[src/sv/floppy_block_to_chs_command_sequencer_defines.svh]
// ----------------------------------------------------------------------------
// Assertion macros for the floppy command sequencer
// Shared property templates: overlapped and next-cycle implication.
// ----------------------------------------------------------------------------
`ifndef FLOPPY_BLOCK_TO_CHS_COMMAND_SEQUENCER_DEFINES_SVH
`define FLOPPY_BLOCK_TO_CHS_COMMAND_SEQUENCER_DEFINES_SVH

// Check that cond holds in the same cycle as trig.
`define FBCS_ASSERT_NOW(label, clk, rst_n, trig, cond, msg) \
	label: assert property (@(posedge clk) disable iff (!rst_n) (trig) |-> (cond)) \
		else $error(msg);

// Check that cond holds in the cycle after trig.
`define FBCS_ASSERT_NEXT(label, clk, rst_n, trig, cond, msg) \
	label: assert property (@(posedge clk) disable iff (!rst_n) (trig) |=> (cond)) \
		else $error(msg);

`endif

[src/sv/fbcs_pkg.sv]
// ----------------------------------------------------------------------------
// fbcs_pkg
// Types, constants and the microcode program of the floppy command sequencer.
// ----------------------------------------------------------------------------
package fbcs_pkg;

	localparam int BLOCK_W = 16;
	localparam int SPT_W   = 6;
	localparam int HC_W    = 2;
	localparam int BYTE_W  = 8;
	localparam int IDX_W   = 3;
	localparam int DATA_W  = 16;
	localparam int STEP_W  = 5;
	localparam int DCNT_W  = 5;

	localparam logic [DCNT_W-1:0] DIV_STEPS = DCNT_W'(BLOCK_W);

	localparam logic [BYTE_W-1:0] OP_SEEK  = 8'h0F;
	localparam logic [BYTE_W-1:0] OP_RECAL = 8'h07;
	localparam logic [BYTE_W-1:0] SIZE_512 = 8'h02;
	localparam logic [BYTE_W-1:0] FILL_FF  = 8'hFF;

	typedef enum logic [IDX_W-1:0] {
		REG_SPT     = 3'd0,
		REG_HEADS   = 3'd1,
		REG_TOTAL   = 3'd2,
		REG_STRETCH = 3'd3,
		REG_GAP     = 3'd4,
		REG_RD_OP   = 3'd5,
		REG_WR_OP   = 3'd6
	} reg_idx_t;

	typedef enum logic [1:0] {
		ST_OK    = 2'd0,
		ST_RANGE = 2'd1,
		ST_TRACK = 2'd2
	} status_t;

	typedef enum logic [2:0] {
		ACT_NONE,
		ACT_ACCEPT,
		ACT_DIV_A,
		ACT_DIV_B,
		ACT_SAVE,
		ACT_EMIT,
		ACT_EMIT_UPD
	} act_t;

	typedef enum logic [3:0] {
		SRC_ZERO,
		SRC_SEEK,
		SRC_RECAL,
		SRC_HEAD4,
		SRC_TRACK,
		SRC_OPCODE,
		SRC_CYL,
		SRC_HEAD,
		SRC_SECTOR,
		SRC_SIZE,
		SRC_SPT,
		SRC_GAP,
		SRC_FF
	} src_t;

	typedef enum logic [2:0] {
		COND_NEVER,
		COND_ALWAYS,
		COND_NO_IN,
		COND_DIV_BUSY,
		COND_RANGE,
		COND_TRK_OVF,
		COND_TRK_SAME,
		COND_TRK_ZERO
	} cond_t;

	typedef struct packed {
		act_t              act;
		src_t              src;
		logic              phase;
		logic              last;
		status_t           status;
		cond_t             cond;
		logic [STEP_W-1:0] target;
	} uword_t;

	localparam logic [STEP_W-1:0] STEP_WAIT  = 5'd0;
	localparam logic [STEP_W-1:0] STEP_CHECK = 5'd1;
	localparam logic [STEP_W-1:0] STEP_DIV1  = 5'd2;
	localparam logic [STEP_W-1:0] STEP_DIVB  = 5'd3;
	localparam logic [STEP_W-1:0] STEP_DIV2  = 5'd4;
	localparam logic [STEP_W-1:0] STEP_SAVE  = 5'd5;
	localparam logic [STEP_W-1:0] STEP_OVF   = 5'd6;
	localparam logic [STEP_W-1:0] STEP_SAME  = 5'd7;
	localparam logic [STEP_W-1:0] STEP_ZERO  = 5'd8;
	localparam logic [STEP_W-1:0] STEP_SK0   = 5'd9;
	localparam logic [STEP_W-1:0] STEP_SK1   = 5'd10;
	localparam logic [STEP_W-1:0] STEP_SK2   = 5'd11;
	localparam logic [STEP_W-1:0] STEP_RC0   = 5'd12;
	localparam logic [STEP_W-1:0] STEP_RC1   = 5'd13;
	localparam logic [STEP_W-1:0] STEP_XF0   = 5'd14;
	localparam logic [STEP_W-1:0] STEP_XF1   = 5'd15;
	localparam logic [STEP_W-1:0] STEP_XF2   = 5'd16;
	localparam logic [STEP_W-1:0] STEP_XF3   = 5'd17;
	localparam logic [STEP_W-1:0] STEP_XF4   = 5'd18;
	localparam logic [STEP_W-1:0] STEP_XF5   = 5'd19;
	localparam logic [STEP_W-1:0] STEP_XF6   = 5'd20;
	localparam logic [STEP_W-1:0] STEP_XF7   = 5'd21;
	localparam logic [STEP_W-1:0] STEP_XF8   = 5'd22;
	localparam logic [STEP_W-1:0] STEP_ERR1  = 5'd23;
	localparam logic [STEP_W-1:0] STEP_ERR2  = 5'd24;

	// Microcode program, one control word per step.
	function automatic uword_t ucode_word(input logic [STEP_W-1:0] step);
		uword_t w;
		w = '{act: ACT_NONE, src: SRC_ZERO, phase: 1'b0, last: 1'b0,
			status: ST_OK, cond: COND_NEVER, target: STEP_WAIT};
		case (step)
			STEP_WAIT: begin
				w.act = ACT_ACCEPT; w.cond = COND_NO_IN; w.target = STEP_WAIT;
			end
			STEP_CHECK: begin
				w.act = ACT_DIV_A; w.cond = COND_RANGE; w.target = STEP_ERR1;
			end
			STEP_DIV1: begin
				w.cond = COND_DIV_BUSY; w.target = STEP_DIV1;
			end
			STEP_DIVB: w.act = ACT_DIV_B;
			STEP_DIV2: begin
				w.cond = COND_DIV_BUSY; w.target = STEP_DIV2;
			end
			STEP_SAVE: w.act = ACT_SAVE;
			STEP_OVF: begin
				w.cond = COND_TRK_OVF; w.target = STEP_ERR2;
			end
			STEP_SAME: begin
				w.cond = COND_TRK_SAME; w.target = STEP_XF0;
			end
			STEP_ZERO: begin
				w.cond = COND_TRK_ZERO; w.target = STEP_RC0;
			end
			STEP_SK0: begin
				w.act = ACT_EMIT; w.src = SRC_SEEK;
			end
			STEP_SK1: begin
				w.act = ACT_EMIT; w.src = SRC_HEAD4;
			end
			STEP_SK2: begin
				w.act = ACT_EMIT_UPD; w.src = SRC_TRACK;
				w.cond = COND_ALWAYS; w.target = STEP_XF0;
			end
			STEP_RC0: begin
				w.act = ACT_EMIT; w.src = SRC_RECAL;
			end
			STEP_RC1: begin
				w.act = ACT_EMIT_UPD; w.src = SRC_HEAD4;
			end
			STEP_XF0: begin
				w.act = ACT_EMIT; w.src = SRC_OPCODE; w.phase = 1'b1;
			end
			STEP_XF1: begin
				w.act = ACT_EMIT; w.src = SRC_HEAD4; w.phase = 1'b1;
			end
			STEP_XF2: begin
				w.act = ACT_EMIT; w.src = SRC_CYL; w.phase = 1'b1;
			end
			STEP_XF3: begin
				w.act = ACT_EMIT; w.src = SRC_HEAD; w.phase = 1'b1;
			end
			STEP_XF4: begin
				w.act = ACT_EMIT; w.src = SRC_SECTOR; w.phase = 1'b1;
			end
			STEP_XF5: begin
				w.act = ACT_EMIT; w.src = SRC_SIZE; w.phase = 1'b1;
			end
			STEP_XF6: begin
				w.act = ACT_EMIT; w.src = SRC_SPT; w.phase = 1'b1;
			end
			STEP_XF7: begin
				w.act = ACT_EMIT; w.src = SRC_GAP; w.phase = 1'b1;
			end
			STEP_XF8: begin
				w.act = ACT_EMIT; w.src = SRC_FF; w.phase = 1'b1; w.last = 1'b1;
				w.cond = COND_ALWAYS; w.target = STEP_WAIT;
			end
			STEP_ERR1: begin
				w.act = ACT_EMIT; w.last = 1'b1; w.status = ST_RANGE;
				w.cond = COND_ALWAYS; w.target = STEP_WAIT;
			end
			STEP_ERR2: begin
				w.act = ACT_EMIT; w.last = 1'b1; w.status = ST_TRACK;
				w.cond = COND_ALWAYS; w.target = STEP_WAIT;
			end
			default: begin
				w.cond = COND_ALWAYS; w.target = STEP_WAIT;
			end
		endcase
		return w;
	endfunction

endpackage

[src/sv/floppy_block_to_chs_command_sequencer.sv]
// ----------------------------------------------------------------------------
// floppy_block_to_chs_command_sequencer
// Turns a block request into seek/recalibrate and read/write command bytes.
// ----------------------------------------------------------------------------
// Usage:
//   Input channel (in_valid/in_ready): one transaction per sector request,
//   block_number plus func (0 read, 1 write). in_ready is high only while the
//   sequencer waits at its first microcode step, so one request is worked at
//   a time.
//   Output channel (out_valid/out_ready): one transaction per command byte,
//   with phase (0 seek/recalibrate, 1 transfer), last and status. An error
//   gives a single byte 0 with last set and status 1 (range) or 2 (track).
//   Config channel (cfg_valid/cfg_ready): always ready, cfg_index selects
//   the register, cfg_data carries the value; write only while idle.
//   Sequence: a shared 16-step restoring divider runs twice (sectors, then
//   heads). The first byte follows both divisions and the track checks (on a
//   range error, its single byte follows the range check directly), then one
//   byte per cycle while the receiver keeps up. The next request is taken
//   once the sequencer is back at its wait step after the last byte.
//   Reset: geometry returns to 18 sectors, 2 heads, 2880 blocks, and the
//   head position to 255 (unknown). A stalled receiver holds the byte in the
//   output register and freezes the step counter.
// ----------------------------------------------------------------------------
`include "floppy_block_to_chs_command_sequencer_defines.svh"

module floppy_block_to_chs_command_sequencer (
	input  logic                           clk,
	input  logic                           arst_n,
	input  logic                           cfg_valid,
	output logic                           cfg_ready,
	input  logic [fbcs_pkg::IDX_W-1:0]     cfg_index,
	input  logic [fbcs_pkg::DATA_W-1:0]    cfg_data,
	input  logic                           in_valid,
	output logic                           in_ready,
	input  logic [fbcs_pkg::BLOCK_W-1:0]   block_number,
	input  logic                           func,
	output logic                           out_valid,
	input  logic                           out_ready,
	output logic [fbcs_pkg::BYTE_W-1:0]    cmd_byte,
	output logic                           phase,
	output logic                           last,
	output logic [1:0]                     status
);
	import fbcs_pkg::*;

	// Configuration registers
	logic [SPT_W-1:0]   spt_q;
	logic [HC_W-1:0]    heads_q;
	logic [BLOCK_W-1:0] total_q;
	logic               stretch_q;
	logic [BYTE_W-1:0]  gap_q;
	logic [BYTE_W-1:0]  rd_op_q;
	logic [BYTE_W-1:0]  wr_op_q;

	// Sequencer and datapath
	logic [STEP_W-1:0]  step_q;
	logic [STEP_W-1:0]  step_d;
	uword_t             uw;
	logic [BLOCK_W-1:0] block_q;
	logic               func_q;
	logic [BYTE_W-1:0]  pos_q;
	logic [SPT_W-1:0]   sector_q;
	logic [HC_W-1:0]    head_q;
	logic [BLOCK_W-1:0] cyl_q;
	logic [BLOCK_W:0]   seek;

	// Shared restoring divider
	logic [BLOCK_W-1:0] div_quo_q;
	logic [SPT_W-1:0]   div_rem_q;
	logic [SPT_W-1:0]   div_dsr_q;
	logic [DCNT_W-1:0]  div_cnt_q;
	logic               div_busy;
	logic [SPT_W:0]     trial;
	logic               trial_ge;

	// Output register
	logic               out_valid_q;
	logic [BYTE_W-1:0]  byte_q;
	logic               phase_q;
	logic               last_q;
	status_t            status_q;
	logic [BYTE_W-1:0]  byte_d;

	logic range_err;
	logic emit_step;
	logic emit_go;
	logic stall;
	logic cond_hit;

	assign cfg_ready = 1'b1;

	// Configuration writes; indexes past the list are dropped.
	always_ff @(posedge clk or negedge arst_n) begin
		if (!arst_n) begin
			spt_q     <= SPT_W'(18);
			heads_q   <= HC_W'(2);
			total_q   <= BLOCK_W'(2880);
			stretch_q <= 1'b0;
			gap_q     <= 8'h1B;
			rd_op_q   <= 8'd230;
			wr_op_q   <= 8'd197;
		end else if (cfg_valid && cfg_ready) begin
			case (cfg_index)
				REG_SPT:     spt_q     <= cfg_data[SPT_W-1:0];
				REG_HEADS:   heads_q   <= cfg_data[HC_W-1:0];
				REG_TOTAL:   total_q   <= cfg_data[BLOCK_W-1:0];
				REG_STRETCH: stretch_q <= cfg_data[0];
				REG_GAP:     gap_q     <= cfg_data[BYTE_W-1:0];
				REG_RD_OP:   rd_op_q   <= cfg_data[BYTE_W-1:0];
				REG_WR_OP:   wr_op_q   <= cfg_data[BYTE_W-1:0];
				default: ;
			endcase
		end
	end

	// Fetch the control word of the current step.
	assign uw = ucode_word(step_q);

	assign in_ready  = (step_q == STEP_WAIT);
	assign range_err = (spt_q == '0) || (heads_q == '0) || (block_q >= total_q);
	assign seek      = stretch_q ? {cyl_q, 1'b0} : {1'b0, cyl_q};

	assign div_busy = (div_cnt_q != '0);
	assign trial    = {div_rem_q, div_quo_q[BLOCK_W-1]};
	assign trial_ge = (trial >= {1'b0, div_dsr_q});

	assign emit_step = (uw.act == ACT_EMIT) || (uw.act == ACT_EMIT_UPD);
	assign stall     = emit_step && out_valid_q && !out_ready;
	assign emit_go   = emit_step && !stall;

	// Evaluate the jump condition of this step.
	always_comb begin
		case (uw.cond)
			COND_NEVER:    cond_hit = 1'b0;
			COND_ALWAYS:   cond_hit = 1'b1;
			COND_NO_IN:    cond_hit = !in_valid;
			COND_DIV_BUSY: cond_hit = div_busy;
			COND_RANGE:    cond_hit = range_err;
			COND_TRK_OVF:  cond_hit = seek[BLOCK_W:BYTE_W] != '0;
			COND_TRK_SAME: cond_hit = seek == {{(BLOCK_W+1-BYTE_W){1'b0}}, pos_q};
			COND_TRK_ZERO: cond_hit = seek == '0;
			default:       cond_hit = 1'b0;
		endcase
	end

	// Hold on a stalled emit, jump when the condition hits, else advance.
	always_comb begin
		if (stall) begin
			step_d = step_q;
		end else if (cond_hit) begin
			step_d = uw.target;
		end else begin
			step_d = step_q + STEP_W'(1);
		end
	end

	always_ff @(posedge clk or negedge arst_n) begin
		if (!arst_n) begin
			step_q <= STEP_WAIT;
		end else begin
			step_q <= step_d;
		end
	end

	// Request capture and geometry results
	always_ff @(posedge clk) begin
		if (uw.act == ACT_ACCEPT && in_valid) begin
			block_q <= block_number;
			func_q  <= func;
		end
		if (uw.act == ACT_DIV_B) begin
			sector_q <= div_rem_q + SPT_W'(1);
		end
		if (uw.act == ACT_SAVE) begin
			head_q <= div_rem_q[HC_W-1:0];
			cyl_q  <= div_quo_q;
		end
	end

	// Head position: update on the final seek or recalibrate byte.
	always_ff @(posedge clk or negedge arst_n) begin
		if (!arst_n) begin
			pos_q <= 8'hFF;
		end else if (emit_go && uw.act == ACT_EMIT_UPD) begin
			pos_q <= seek[BYTE_W-1:0];
		end
	end

	// Divider: one quotient bit per cycle, dividend shifts out as quotient enters.
	always_ff @(posedge clk or negedge arst_n) begin
		if (!arst_n) begin
			div_cnt_q <= '0;
		end else if (uw.act == ACT_DIV_A || uw.act == ACT_DIV_B) begin
			div_cnt_q <= DIV_STEPS;
		end else if (div_busy) begin
			div_cnt_q <= div_cnt_q - DCNT_W'(1);
		end
	end

	always_ff @(posedge clk) begin
		if (uw.act == ACT_DIV_A) begin
			div_quo_q <= block_q;
			div_dsr_q <= spt_q;
			div_rem_q <= '0;
		end else if (uw.act == ACT_DIV_B) begin
			div_quo_q <= div_quo_q;
			div_dsr_q <= {{(SPT_W-HC_W){1'b0}}, heads_q};
			div_rem_q <= '0;
		end else if (div_busy) begin
			div_quo_q <= {div_quo_q[BLOCK_W-2:0], trial_ge};
			div_rem_q <= trial_ge ? SPT_W'(trial - {1'b0, div_dsr_q}) : trial[SPT_W-1:0];
		end
	end

	// Byte source select
	always_comb begin
		case (uw.src)
			SRC_ZERO:   byte_d = '0;
			SRC_SEEK:   byte_d = OP_SEEK;
			SRC_RECAL:  byte_d = OP_RECAL;
			SRC_HEAD4:  byte_d = {{(BYTE_W-HC_W-2){1'b0}}, head_q, 2'b00};
			SRC_TRACK:  byte_d = seek[BYTE_W-1:0];
			SRC_OPCODE: byte_d = func_q ? wr_op_q : rd_op_q;
			SRC_CYL:    byte_d = cyl_q[BYTE_W-1:0];
			SRC_HEAD:   byte_d = {{(BYTE_W-HC_W){1'b0}}, head_q};
			SRC_SECTOR: byte_d = {{(BYTE_W-SPT_W){1'b0}}, sector_q};
			SRC_SIZE:   byte_d = SIZE_512;
			SRC_SPT:    byte_d = {{(BYTE_W-SPT_W){1'b0}}, spt_q};
			SRC_GAP:    byte_d = gap_q;
			SRC_FF:     byte_d = FILL_FF;
			default:    byte_d = '0;
		endcase
	end

	// Output register: load on emit, drop valid once taken.
	always_ff @(posedge clk or negedge arst_n) begin
		if (!arst_n) begin
			out_valid_q <= 1'b0;
		end else if (emit_go) begin
			out_valid_q <= 1'b1;
		end else if (out_ready) begin
			out_valid_q <= 1'b0;
		end
	end

	always_ff @(posedge clk) begin
		if (emit_go) begin
			byte_q   <= byte_d;
			phase_q  <= uw.phase;
			last_q   <= uw.last;
			status_q <= uw.status;
		end
	end

	assign out_valid = out_valid_q;
	assign cmd_byte  = byte_q;
	assign phase     = phase_q;
	assign last      = last_q;
	assign status    = status_q;

	`FBCS_ASSERT_NOW(a_err_single, clk, arst_n, out_valid && status != ST_OK, last && cmd_byte == '0, "error result must be a single zero byte")
	`FBCS_ASSERT_NEXT(a_last_to_wait, clk, arst_n, emit_go && uw.last, step_q == STEP_WAIT, "sequencer must return to wait after the last byte")
	`FBCS_ASSERT_NEXT(a_pos_update, clk, arst_n, emit_go && uw.act == ACT_EMIT_UPD, pos_q == $past(seek[BYTE_W-1:0]), "head position must take the seek track")
	`FBCS_ASSERT_NOW(a_no_emit_busy, clk, arst_n, emit_go && uw.status == ST_OK, !div_busy, "command byte emitted while divider is busy")

endmodule
[config.mk]
export PLATFORM = sky130hd
export DESIGN_NAME = floppy_block_to_chs_command_sequencer
export DESIGN_NICKNAME = d
export VERILOG_FILES = /design/src/sv/fbcs_pkg.sv /design/src/sv/floppy_block_to_chs_command_sequencer.sv
export VERILOG_INCLUDE_DIRS = /design/src /design/src/sv
export SDC_FILE = /design/constraint.sdc
export NUM_CORES = 1
export LEC_CHECK = 0
export BUFFER_PORTS_ARGS = -buffer_cell sky130_fd_sc_hd__buf_2
export CAP_MARGIN = 30
export CORE_MARGIN = 1
export CORE_UTILIZATION = 50
export CTS_CLUSTER_DIAMETER = 200
export CTS_CLUSTER_SIZE = 12
export DETAILED_ROUTE_END_ITERATION = 10
export PLACE_DENSITY = 0.68
export REMOVE_ABC_BUFFERS = 1
export SYNTH_ARGS = -nofsm -noshare
export SYNTH_HDL_FRONTEND = slang
export SYNTH_SLANG_ARGS = --single-unit
[constraint.sdc]
create_clock -name clk -period 5.9 [get_ports clk]
set_clock_uncertainty 0.1 [all_clocks]
set_input_delay 1.18 -clock clk [delete_from_list [all_inputs] [get_ports clk]]
set_output_delay 1.18 -clock clk [all_outputs]
set_load 0.05 [all_outputs]
==> reports/qor.yml <==
status:
  outcome: "complete, no violations"
worst_setup_path:
  crit_family: "simple AND/OR/NAND/NOR gates"
  cp_cell_sequence: "inv_1 > ha_1 > or3_1 > a21oi_1 > o211a_2 > and3_1 > o21ai_0 > nor2b_1 > buf_4"
  critPathBufInv: 2
  crit_path_max_incr_delay_ns: 0.44
  worstPathMaxFanout: 15
  crit_slowest_cell: "nor2b_1"
  cp-start-kind: "flip-flop"
  crit_type: "reg -> reg"
  crit_arrival_ns: 3.42
  critPathCaptureType: "flip-flop"
  required_ns: 5.93
final_layout:
  area_growth_pct: 13.4
  fillers: 1273
  utilization_pct: 58.2
  final_net_count: 817
  fin_area_um2: 8880
  antennaDiodeCount: 0
  finalNonFillerCells: 970
  drive_above_1_share_pct: 26.5
  seq_area_um2: 4110
  multi_input_area_um2: 3430
yosys:
  yosysTopAreaCell: "edfxtp_1"
  ys_top_cells_by_count: "edfxtp_1 (75), mux2_2 (53), nand2_1 (50), nor2_1 (50), o21ai_0 (42)"
  yosysSeqAreaShare_pct: 52.5
  synth.top_cell.area_share_pct: 28.8
  async_flop_share_pct: 45.6
  ys.warnings.count: 0
  synth_edf_count: 75
  synth_ff_type: "edfxtp_1"
  synth.most_common_cell: "edfxtp_1"
  syn_area_um2: 7830
  ys_ff_latch: 149
  yosysUniqueCellTypes: 77
  yosys-top-cells-area: "edfxtp_1 (29%), dfrtp_1 (13%), dfstp_2 (9.4%)"
  syn_area_per_cell_um2: 11.3
  synth_cells: 693
placement:
  io_buffers: 54
  pre_cts_ws_ns: 2.21
  hpwlAfterDp_um: 13300
  place_inst: 935
  placed_area_um2: 8270
  gp_congestion: 0.851
cts:
  clockBufferDepth: 2
  cts.sinks: 149
  cts_tree: "built"
  postCtsResizedCells: 0
  clk_latency_ns: 0.43
  root_buffer: "clkbuf_16"
  path_clk_slew_ns: 0.07
  hold_buffers: 0
  h-tree-depth: 4
  post-cts-setup-buffer-count: 0
  cts_buffers: 17
routing:
  routedWlPerCell_um: 19.2
  dr.first_iter.drc_count: 527
  via_count: 5548
  drc: 0
  routed_wl_um: 18700
  firstDrtPassIters: 5
  ant_nets: 0
  viasPerCell: 5.72
power:
  internal_power_mw: 2.95
  power.share.clock_pct: 20.5
  p_leak_nw: 3.52
  pwr-share-seq_pct: 37.4
  p_switching_mw: 1.95
  p_per_area_nw_per_um2: 552
  sw_frac_of_total_pct: 39.8
  p_comb_share_pct: 42.0
  power_mw: 4.90
  ir_worst_vdd_uv: 291
timing:
  finalCritPeriodShare_pct: 57.3
  finalSetupTns_ns: 0
  finalMaxSlewViolations: 0
  rsz0062_at_grt: "no"
  setup_viol: 0
  fin_ws_ns: 2.52
  tightest_slew_ns: 0.831
  fin_crit_ns: 3.38
  fmax_mhz: 296
  finalHoldViolCount: 0
  relSlewSlack_pct: 44.2
  timing.hold.ws_ns: 0.343
floorplan:
  die_w_um: 127
  dieArea_um2: 16200
  start_util_pct: 51.3
  die_h_um: 127
  core_um2: 15300
  row_count: 45
  pin_count: 56
global_route:
  overflow: 0
  grtUsageTotal_pct: 24.6
  grt_pass1_wl_um: 29800
  grt_pass1_vias: 5394
  grt_max_degree: 61
  antenna_found_initial: 0
flow_run:
  cap_violations: 0
min_path:
  hp-class: "reg -> reg"
[flip-flops by register name (all words and copies together), names as in the netlist, 5 cells and up]
signal	cells
block_q	16
cyl_q	16
div_quo_q	16
total_q	16
cmd_byte	8
gap_q	8
pos_q	8
rd_op_q	8
wr_op_q	8
div_dsr_q	6
div_rem_q	6
sector_q	6
spt_q	6
div_cnt_q	5
step_q	5
[cell type report]
class	count	share of cell area [%]
clock buffer	18	4.83
clock inverter	14	1.31
inverter	37	1.56
multi-input combinational	477	38.6
sequential	149	46.3
tap	211	2.97
timing repair buffer	64	4.42
[cells by family after synthesis]
group,Yosys count,synth area share [%]
mux,77,10.8
fa+ha+maj,30,4.89
simple gates,200,13.1
xor+xnor,18,2.01
other cells,1,0.0479
flops,149,52.5
buf+inv,67,3.87
compound gates,151,12.9
[power by group through the flow]
stage	logic (mW)	clock network (mW)	registers [mW]
3_3_place_gp	1.92	0	1.86
6_report	2.06	1.01	1.84
2_1_floorplan	1.36	0	1.91
4_1_cts	1.98	1.02	1.86
3_5_place_dp	1.96	0	1.87
5_1_grt	2.26	1.06	1.87
[path summary, 6_finish.rpt]
kind / slack, ns / cells after the start / end / from
max: 2.52 / 9 / cmd_byte[3] / step_q[0]
min reg2reg: 0.34 / 0 / cyl_q[3] / div_quo_q[3]
min in group asynchronous: 0.71 / 1 / pos_q[5] / arst_n
max in group asynchronous: 4.16 / 2 / step_q[4] / arst_n
min: 0.34 / 0 / cyl_q[3] / div_quo_q[3]
max reg2reg: 2.52 / 9 / cmd_byte[3] / step_q[0]
[routing by layer]
layer / up-vias / part of all wire [%] / track usage, %
li1: 2646 / - / -
met1: 2707 / 45 / 32.1
met2: 170 / 49 / 40.5
met3: 25 / 4.8 / 5.57
met4: 0 / 1.5 / 8.47
met5: - / 0 / 0
[placed cells by master (no fill, tap or decap), drive strengths merged, types with 8 or more instances in the layout]
master and count:
mux2 54, inv 44, a21oi 32, nand2b 14
dfstp 28, a211oi 10, clkbuf 18, nor3 18
nor2 52, o211ai 8, ha 29, edfxtp 75
dfrtp 40, xnor2 11, mux2i 23, nand3 13
nand2 50, o21ai 54, buf 64, and3 12
No activity file was read; power rests on OpenSTA's default activity.
